<file path="config.mk">
export PLATFORM = sky130hd
export DESIGN_NAME = scancode_set1_key_event_decoder
export DESIGN_NICKNAME = d
export VERILOG_FILES = /design/src/rtl/sc1kd_pkg.sv /design/src/rtl/sc1kd_ram.sv /design/src/rtl/scancode_set1_key_event_decoder.sv
export SDC_FILE = /design/constraint.sdc
export NUM_CORES = 2
export LEC_CHECK = 0
export ABC_AREA = 1
export BUFFER_PORTS_ARGS = -buffer_cell sky130_fd_sc_hd__buf_2
export CAP_MARGIN = 20
export CORE_MARGIN = 3
export CORE_UTILIZATION = 25
export DETAILED_ROUTE_END_ITERATION = 6
export SLEW_MARGIN = 5
export SYNTH_ARGS = -nofsm -noshare
export SYNTH_HDL_FRONTEND = slang
export SYNTH_SLANG_ARGS = --single-unit
</file>
<file path="constraint.sdc">
create_clock -name aclk -period 13.52 [get_ports aclk]
set_input_delay 2.028 -clock aclk [delete_from_list [all_inputs] [get_ports aclk]]
set_output_delay 2.028 -clock aclk [all_outputs]
set_load 0.02 [all_outputs]
</file>
<file path="src/rtl/sc1kd_pkg.sv">
`default_nettype none
package sc1kd_pkg;

    localparam int DEFAULT_QUEUE_DEPTH = 64;

    localparam int EVENT_W = 18;
    localparam int COUNT_W = 32;
    localparam int CODE_W  = 7;
    localparam int CHAR_W  = 7;
    localparam int QCNT_W  = 6;
    localparam int OUT_DATA_W = 120;

    localparam logic [7:0] PREFIX_BYTE = 8'hE0;
    localparam logic [6:0] CODE_LSHIFT = 7'h2A;
    localparam logic [6:0] CODE_RSHIFT = 7'h36;
    localparam logic [6:0] CODE_LCTRL  = 7'h1D;
    localparam logic [6:0] CODE_LALT   = 7'h38;
    localparam logic [6:0] CODE_CAPS   = 7'h3A;

    typedef enum logic [2:0] {
        OUT_QUEUED    = 3'd0,
        OUT_PREFIX    = 3'd1,
        OUT_DROPPED   = 3'd2,
        OUT_DELIVERED = 3'd3,
        OUT_EMPTY     = 3'd4
    } outcome_t;

    // Queued event layout, from the lowest bit up: pressed, make code, character,
    // shift, control, alt.
    typedef struct packed {
        logic              alt;
        logic              control;
        logic              shift;
        logic [CHAR_W-1:0] character;
        logic [CODE_W-1:0] scancode;
        logic              pressed;
    } event_t;

    function automatic logic [CHAR_W-1:0] lower_char(input logic [CODE_W-1:0] make);
        logic [CHAR_W-1:0] c;
        begin
            unique case (make)
                7'h02: c = 7'h31;  7'h03: c = 7'h32;  7'h04: c = 7'h33;  7'h05: c = 7'h34;
                7'h06: c = 7'h35;  7'h07: c = 7'h36;  7'h08: c = 7'h37;  7'h09: c = 7'h38;
                7'h0A: c = 7'h39;  7'h0B: c = 7'h30;  7'h0C: c = 7'h2D;  7'h0D: c = 7'h3D;
                7'h0E: c = 7'h08;  7'h0F: c = 7'h09;  7'h10: c = 7'h71;  7'h11: c = 7'h77;
                7'h12: c = 7'h65;  7'h13: c = 7'h72;  7'h14: c = 7'h74;  7'h15: c = 7'h79;
                7'h16: c = 7'h75;  7'h17: c = 7'h69;  7'h18: c = 7'h6F;  7'h19: c = 7'h70;
                7'h1A: c = 7'h5B;  7'h1B: c = 7'h5D;  7'h1C: c = 7'h0A;  7'h1E: c = 7'h61;
                7'h1F: c = 7'h73;  7'h20: c = 7'h64;  7'h21: c = 7'h66;  7'h22: c = 7'h67;
                7'h23: c = 7'h68;  7'h24: c = 7'h6A;  7'h25: c = 7'h6B;  7'h26: c = 7'h6C;
                7'h27: c = 7'h3B;  7'h28: c = 7'h27;  7'h29: c = 7'h60;  7'h2B: c = 7'h5C;
                7'h2C: c = 7'h7A;  7'h2D: c = 7'h78;  7'h2E: c = 7'h63;  7'h2F: c = 7'h76;
                7'h30: c = 7'h62;  7'h31: c = 7'h6E;  7'h32: c = 7'h6D;  7'h33: c = 7'h2C;
                7'h34: c = 7'h2E;  7'h35: c = 7'h2F;  7'h37: c = 7'h2A;  7'h39: c = 7'h20;
                default: c = '0;
            endcase
            return c;
        end
    endfunction

    function automatic logic [CHAR_W-1:0] upper_char(input logic [CODE_W-1:0] make);
        logic [CHAR_W-1:0] c;
        begin
            unique case (make)
                7'h02: c = 7'h21;  7'h03: c = 7'h40;  7'h04: c = 7'h23;  7'h05: c = 7'h24;
                7'h06: c = 7'h25;  7'h07: c = 7'h5E;  7'h08: c = 7'h26;  7'h09: c = 7'h2A;
                7'h0A: c = 7'h28;  7'h0B: c = 7'h29;  7'h0C: c = 7'h5F;  7'h0D: c = 7'h2B;
                7'h0E: c = 7'h08;  7'h0F: c = 7'h09;  7'h10: c = 7'h51;  7'h11: c = 7'h57;
                7'h12: c = 7'h45;  7'h13: c = 7'h52;  7'h14: c = 7'h54;  7'h15: c = 7'h59;
                7'h16: c = 7'h55;  7'h17: c = 7'h49;  7'h18: c = 7'h4F;  7'h19: c = 7'h50;
                7'h1A: c = 7'h7B;  7'h1B: c = 7'h7D;  7'h1C: c = 7'h0A;  7'h1E: c = 7'h41;
                7'h1F: c = 7'h53;  7'h20: c = 7'h44;  7'h21: c = 7'h46;  7'h22: c = 7'h47;
                7'h23: c = 7'h48;  7'h24: c = 7'h4A;  7'h25: c = 7'h4B;  7'h26: c = 7'h4C;
                7'h27: c = 7'h3A;  7'h28: c = 7'h22;  7'h29: c = 7'h7E;  7'h2B: c = 7'h7C;
                7'h2C: c = 7'h5A;  7'h2D: c = 7'h58;  7'h2E: c = 7'h43;  7'h2F: c = 7'h56;
                7'h30: c = 7'h42;  7'h31: c = 7'h4E;  7'h32: c = 7'h4D;  7'h33: c = 7'h3C;
                7'h34: c = 7'h3E;  7'h35: c = 7'h3F;  7'h37: c = 7'h2A;  7'h39: c = 7'h20;
                default: c = '0;
            endcase
            return c;
        end
    endfunction

    // Caps lock swaps the case of letters only; bit 5 is the case bit in ASCII.
    function automatic logic [CHAR_W-1:0] char_lookup(input logic [CODE_W-1:0] make,
                                                      input logic sh, input logic caps);
        logic [CHAR_W-1:0] c;
        logic              letter;
        begin
            c = sh ? upper_char(make) : lower_char(make);
            letter = (c >= 7'h61 && c <= 7'h7A) || (c >= 7'h41 && c <= 7'h5A);
            if (caps && letter) begin
                c[5] = ~c[5];
            end
            return c;
        end
    endfunction

endpackage
`default_nettype wire

</file>
<file path="src/rtl/sc1kd_ram.sv">
`default_nettype none
module sc1kd_ram #(
    parameter int WIDTH = 8,
    parameter int DEPTH = 16
) (
    input  wire logic                     clk,
    input  wire logic                     we,
    input  wire logic [$clog2(DEPTH)-1:0] waddr,
    input  wire logic [WIDTH-1:0]         wdata,
    input  wire logic                     re,
    input  wire logic [$clog2(DEPTH)-1:0] raddr,
    output logic      [WIDTH-1:0]         rdata
);

    logic [WIDTH-1:0] mem [DEPTH];

    always_ff @(posedge clk) begin
        if (we) begin
            mem[waddr] <= wdata;
        end
        if (re) begin
            rdata <= mem[raddr];
        end
    end

endmodule
`default_nettype wire

</file>
<file path="src/rtl/scancode_set1_key_event_decoder.sv">
// A result passes the first stage (ring read) and then the output register.
// Throughput: one item per cycle when the output is free; at most one ring access per item.
// One further item is accepted while a finished result waits to be taken.
// Reset clears indices, fill count, modifier and prefix flags, counters and valid flags.
// The ring memory itself is not cleared: only entries written earlier are ever read.
`default_nettype none
module scancode_set1_key_event_decoder
    import sc1kd_pkg::*;
#(
    parameter int QUEUE_DEPTH = DEFAULT_QUEUE_DEPTH
) (
    input  wire logic                  aclk,
    input  wire logic                  aresetn,
    input  wire logic                  s_tvalid,
    output logic                       s_tready,
    input  wire logic [7:0]            s_tdata,   // [7:0] scan_byte
    input  wire logic                  s_tuser,   // [0] req_type
    output logic                       m_tvalid,
    input  wire logic                  m_tready,
    // [0] ev_pressed, [7:1] ev_scancode, [14:8] ev_character, [15] ev_shift,
    // [16] ev_control, [17] ev_alt, [23:18] queued_count, [55:24] dropped_total,
    // [87:56] event_total, [119:88] prefix_total
    output logic [OUT_DATA_W-1:0]      m_tdata,
    output logic [2:0]                 m_tuser    // [2:0] outcome
);

    localparam int IDX_W = $clog2(QUEUE_DEPTH);
    localparam int CNT_W = $clog2(QUEUE_DEPTH);
    localparam logic [IDX_W-1:0] LAST_IDX = IDX_W'(QUEUE_DEPTH - 1);
    localparam logic [CNT_W-1:0] FULL_CNT = CNT_W'(QUEUE_DEPTH - 1);

    logic accept;
    logic s1_adv;

    logic [IDX_W-1:0]   wr_idx_reg, wr_idx_next;
    logic [IDX_W-1:0]   rd_idx_reg, rd_idx_next;
    logic [CNT_W-1:0]   fill_reg, fill_next;
    logic               shift_reg, shift_next;
    logic               ctrl_reg, ctrl_next;
    logic               alt_reg, alt_next;
    logic               caps_reg, caps_next;
    logic               prefix_reg, prefix_next;
    logic [COUNT_W-1:0] dropped_reg, dropped_next;
    logic [COUNT_W-1:0] events_reg, events_next;
    logic [COUNT_W-1:0] prefixes_reg, prefixes_next;

    logic               s1_valid_reg;
    outcome_t           s1_outcome_reg, s1_outcome_next;
    logic               s1_deliver_reg, s1_deliver_next;
    logic [QCNT_W-1:0]  s1_queued_reg, s1_queued_next;
    logic [COUNT_W-1:0] s1_dropped_reg, s1_events_reg, s1_prefixes_reg;

    logic                  out_valid_reg;
    logic [OUT_DATA_W-1:0] out_data_reg, out_data_next;
    logic [2:0]            out_user_reg;

    logic                ram_we, ram_re;
    event_t              ram_wdata;
    logic [EVENT_W-1:0]  ram_rdata;
    logic [EVENT_W-1:0]  delivered;

    logic [6:0]          make;
    logic                pressed;
    logic                ext;
    logic [CNT_W+QCNT_W-1:0] fill_wide;

    assign s1_adv   = s1_valid_reg && (!out_valid_reg || m_tready);
    assign s_tready = !s1_valid_reg || s1_adv;
    assign accept   = s_tvalid && s_tready;

    assign make    = s_tdata[6:0];
    assign pressed = !s_tdata[7];
    assign ext     = prefix_reg;

    always_comb begin
        wr_idx_next     = wr_idx_reg;
        rd_idx_next     = rd_idx_reg;
        fill_next       = fill_reg;
        shift_next      = shift_reg;
        ctrl_next       = ctrl_reg;
        alt_next        = alt_reg;
        caps_next       = caps_reg;
        prefix_next     = prefix_reg;
        dropped_next    = dropped_reg;
        events_next     = events_reg;
        prefixes_next   = prefixes_reg;
        s1_outcome_next = OUT_EMPTY;
        s1_deliver_next = 1'b0;
        ram_we          = 1'b0;
        ram_re          = 1'b0;
        ram_wdata       = '0;

        if (accept) begin
            if (s_tuser) begin
                if (fill_reg != '0) begin
                    ram_re          = 1'b1;
                    rd_idx_next     = (rd_idx_reg == LAST_IDX) ? '0 : rd_idx_reg + 1'b1;
                    fill_next       = fill_reg - 1'b1;
                    s1_outcome_next = OUT_DELIVERED;
                    s1_deliver_next = 1'b1;
                end
            end else if (s_tdata == PREFIX_BYTE) begin
                prefix_next     = 1'b1;
                ctrl_next       = 1'b0;
                prefixes_next   = prefixes_reg + 1'b1;
                s1_outcome_next = OUT_PREFIX;
            end else begin
                prefix_next = 1'b0;
                // Extended control and alt codes belong to the right-hand keys and
                // release the left-hand modifier.
                priority if (make == CODE_LSHIFT || make == CODE_RSHIFT) begin
                    shift_next = pressed;
                end else if (make == CODE_LCTRL) begin
                    ctrl_next = !ext && pressed;
                end else if (make == CODE_LALT) begin
                    alt_next = !ext && pressed;
                end else if (make == CODE_CAPS && pressed) begin
                    caps_next = !caps_reg;
                end

                ram_wdata.pressed   = pressed;
                ram_wdata.scancode  = make;
                ram_wdata.character = pressed ? char_lookup(make, shift_next, caps_next) : '0;
                ram_wdata.shift     = shift_next;
                ram_wdata.control   = ctrl_next;
                ram_wdata.alt       = alt_next;

                if (fill_reg == FULL_CNT) begin
                    dropped_next    = dropped_reg + 1'b1;
                    s1_outcome_next = OUT_DROPPED;
                end else begin
                    ram_we          = 1'b1;
                    wr_idx_next     = (wr_idx_reg == LAST_IDX) ? '0 : wr_idx_reg + 1'b1;
                    fill_next       = fill_reg + 1'b1;
                    events_next     = events_reg + 1'b1;
                    s1_outcome_next = OUT_QUEUED;
                end
            end
        end
    end

    assign fill_wide      = {{QCNT_W{1'b0}}, fill_next};
    assign s1_queued_next = fill_wide[QCNT_W-1:0];

    // A read and a write never address the same entry in one cycle: a read only
    // touches entries that hold an item, the write goes to the free slot.
    sc1kd_ram #(
        .WIDTH (EVENT_W),
        .DEPTH (QUEUE_DEPTH)
    ) u_ring (
        .clk   (aclk),
        .we    (ram_we),
        .waddr (wr_idx_reg),
        .wdata (ram_wdata),
        .re    (ram_re),
        .raddr (rd_idx_reg),
        .rdata (ram_rdata)
    );

    // The read data stays on the memory output until the next read, so a
    // stalled first stage still sees its entry.
    assign delivered     = s1_deliver_reg ? ram_rdata : '0;
    assign out_data_next = {s1_prefixes_reg, s1_events_reg, s1_dropped_reg,
                            s1_queued_reg, delivered};

    always_ff @(posedge aclk) begin
        if (!aresetn) begin
            wr_idx_reg    <= '0;
            rd_idx_reg    <= '0;
            fill_reg      <= '0;
            shift_reg     <= 1'b0;
            ctrl_reg      <= 1'b0;
            alt_reg       <= 1'b0;
            caps_reg      <= 1'b0;
            prefix_reg    <= 1'b0;
            dropped_reg   <= '0;
            events_reg    <= '0;
            prefixes_reg  <= '0;
            s1_valid_reg  <= 1'b0;
            out_valid_reg <= 1'b0;
        end else begin
            wr_idx_reg   <= wr_idx_next;
            rd_idx_reg   <= rd_idx_next;
            fill_reg     <= fill_next;
            shift_reg    <= shift_next;
            ctrl_reg     <= ctrl_next;
            alt_reg      <= alt_next;
            caps_reg     <= caps_next;
            prefix_reg   <= prefix_next;
            dropped_reg  <= dropped_next;
            events_reg   <= events_next;
            prefixes_reg <= prefixes_next;
            if (accept) begin
                s1_valid_reg <= 1'b1;
            end else if (s1_adv) begin
                s1_valid_reg <= 1'b0;
            end
            if (s1_adv) begin
                out_valid_reg <= 1'b1;
            end else if (m_tready) begin
                out_valid_reg <= 1'b0;
            end
        end
    end

    always_ff @(posedge aclk) begin
        if (accept) begin
            s1_outcome_reg  <= s1_outcome_next;
            s1_deliver_reg  <= s1_deliver_next;
            s1_queued_reg   <= s1_queued_next;
            s1_dropped_reg  <= dropped_next;
            s1_events_reg   <= events_next;
            s1_prefixes_reg <= prefixes_next;
        end
        if (s1_adv) begin
            out_data_reg <= out_data_next;
            out_user_reg <= s1_outcome_reg;
        end
    end

    assign m_tvalid = out_valid_reg;
    assign m_tdata  = out_data_reg;
    assign m_tuser  = out_user_reg;

endmodule
`default_nettype wire

</file>
==> results.sh <==
export IMPL_outcome="completed"
export IMPL_die_h_um=497
export IMPL_yosysTopAreaCellShare_pct=69.8
export IMPL_vias=39100
export IMPL_postSynthNetCount=4856
export IMPL_peakVddDrop_mv=0.106
export IMPL_core_area_um2=239000
export IMPL_cts_max_level=4
export IMPL_tightest_slew_ns=1.22
export IMPL_portBuffers=137
export IMPL_wirelength_um=162000
export IMPL_setup_viol=0
export IMPL_synth_edff_count=1399
export IMPL_clkTransAtPathRegs_ns=0.07
export IMPL_yosysSeqAreaShare_pct=73.8
export IMPL_wl_per_cell_um=19.7
export IMPL_drt_iter0_markers=4477
export IMPL_firstDrtPassIters=6
export IMPL_synth_mux_area_share_pct=0
export IMPL_synth_top_area_cell="edfxtp_1"
export IMPL_grt_setup_unrepaired="false"
export IMPL_area_growth_pct=15.6
export IMPL_drt_antenna_violating_nets=0
export IMPL_grt_max_degree=200
export IMPL_fmax_mhz=163
export IMPL_crit_path_start_kind="input pin"
export IMPL_root_buffer="clkbuf_16"
export IMPL_crit_fanout=30
export IMPL_yosysUniqueCellTypes=55
export IMPL_hold_violations=0
export IMPL_power_total_w=0.0104
export IMPL_tns_ns=0
export IMPL_final_nets=4961
export IMPL_place_hpwl_um=95900
export IMPL_synth_common_cells="1399 x edfxtp_1, 809 x nor2_1, 626 x o21ai_0"
export IMPL_antenna_found_initial=7
export IMPL_die_area_um2=247000
export IMPL_ys_flop_type="edfxtp_1"
export IMPL_gp_congestion=0.868
export IMPL_p_leak_nw=23.1
export IMPL_yosys_warnings=0
export IMPL_timing_hold_ws_ns=0.407
export IMPL_netlist_area_um2=60200
export IMPL_busiest_layer="met2"
export IMPL_netlist_instances=4825
export IMPL_clkSinkCount=1520
export IMPL_synth_compound_area_share_pct=10.2
export IMPL_synth_fa_ha_area_share_pct=0.374
export IMPL_post_cts_setup_buffers=0
export IMPL_setup_ws_ns=7.40
export IMPL_powerDensity_nw_per_um2=149
export IMPL_gr_total_overflow=0
export IMPL_min_period_ns=6.12
export IMPL_synth_most_common_cell="edfxtp_1"
export IMPL_syn_mean_instance_area_um2=12.5
export IMPL_yosys_area_share_simple_pct=11.5
export IMPL_maxCapViolCount=0
export IMPL_met1_usage_pct=17.3
export IMPL_io_pin_count=138
export IMPL_gr_usage_met3_pct=2.34
export IMPL_clk_path_buf_depth=3
export IMPL_synth_xor_area_share_pct=0.728
export IMPL_utilization_pct=29.2
export IMPL_viasPerCell=4.76
export IMPL_synth_top_family_by_area="simple AND/OR/NAND/NOR gates"
export IMPL_start_util_pct=25.2
export IMPL_fp_dieW_um=497
export IMPL_synthTopCellsByArea="edfxtp_1 70%, o21ai_0 5.2%, nor2_1 5.0%"
export IMPL_cts_tree="done"
export IMPL_drc=0
export IMPL_clk_latency_ns=0.78
export IMPL_grt_pass1_wl_um=240000
export IMPL_path_class="input pin to flip-flop"
export IMPL_slew_viol_final=0
export IMPL_min_path_type="flip-flop to flip-flop"
export IMPL_period_share_pct=45.3
export IMPL_grtUsageTotal_pct=12.7
export IMPL_place_ws_ns=6.61
export IMPL_ys_seq_elements=1520
export IMPL_largest_reg_flops=1152
export IMPL_relSlewSlack_pct=18.2
export IMPL_post_cts_resized=0
export IMPL_numCtsBuffers=149
export IMPL_drive_above_1_share_pct=11.1
export IMPL_ctsHoldBuffers=0
export IMPL_worstPathRequired_ns=13.91
export IMPL_endpoint_kind="flip-flop"
export IMPL_worstPathArrival_ns=6.50
export IMPL_rows=179
export IMPL_skew_ns=0.0259
export IMPL_grt_util_met2_pct=20.1
export IMPL_grt_pass1_vias=37200
export IMPL_async_flop_share_pct=0
export IMPL_top_register="u_ring.mem"
[path summary, 6_finish.rpt]
path                          from           endpoint  slack [ns]  cells past startpoint
hold reg to reg   s1_events_reg[8]        m_tdata[64]        0.41                      0
setup reg to reg     rd_idx_reg[0]    u_ring.rdata[6]        8.63                      9
setup / recovery        s_tdata[3]  u_ring.mem[52][4]        7.40                      9
hold / removal    s1_events_reg[8]        m_tdata[64]        0.41                      0
[area by class of cell]
| cell class | count | area (um^2) |
|---|---|---|
| diodes | 3 | 7.51 |
| clock buffers | 182 | 3940 |
| clock inverters | 80 | 842 |
| fillers | 24100 | 169000 |
| inverters | 241 | 928 |
| multi-input cells | 2791 | 14000 |
| flip-flops and latches | 1520 | 44400 |
| well taps | 3167 | 3960 |
| repair buffers | 227 | 1480 |
[cells in the final DEF, fill, tap and decap left out, types with 6 or more instances in the layout]
master        n
a21oi_1      82
a221oi_1      6
buf_2       137
buf_4        77
buf_8         9
bufinv_16    11
clkbuf_1     27
clkbuf_16   151
clkinv_1     24
clkinv_2     21
clkinv_8      6
dfxtp_1     118
edfxtp_1   1399
ha_1         18
inv_1       222
inv_2        12
nand2_1     488
nand2_2       6
nand3_1     202
nand4_1      49
nor2_1      754
nor2_2       44
nor2_4       18
nor3_1       31
nor4_1       13
o211ai_1     46
o21ai_0     626
o221ai_1    109
o22ai_1     184
or2_1         6
or2_2        17
xnor2_1       8
xor2_1       42
[cells by family (layout without fill, tap and decap cells)]
group	Yosys count	count (layout)
buffers and inverters	514	730
other	0	3
and+or+nand+nor	1654	1654
xor gates and xnor gates	50	50
AOI/OAI and AO/OA	1069	1069
adders and majority gates	18	18
DFF	1520	1520
[worst max-delay path, stage by stage]
cell	delay (ns)
buf_2	0.43
inv_1	0.51
nand3_2	0.45
nand2_2	0.17
nor2_8	0.22
inv_1	0.27
nor2_1	0.28
nand3_1	0.91
nor2_2	1.18
[per-layer routing]
metal	part of all wire [%]	vias up	wire, um
li1	-	17800	-
met1	42	19300	68900
met2	46	1778	74000
met3	8.6	276	13900
met4	3.2	4	5230
met5	0.012	-	20
[where the power goes]
group	internal (W)	switching [W]
Combinational	0.000265	0.000802
Clock	0.00230	0.00178
Sequential	0.00517	0.0000387
[per-stage QoR]
step,cells,cell area [um^2]
2_1_floorplan,4825,60200
3_3_place_gp,7937,64700
3_5_place_dp,7940,64700
4_1_cts,8202,69500
5_1_grt,8209,69600
6_report,8211,69600
(Power assumes the default switching activity.)
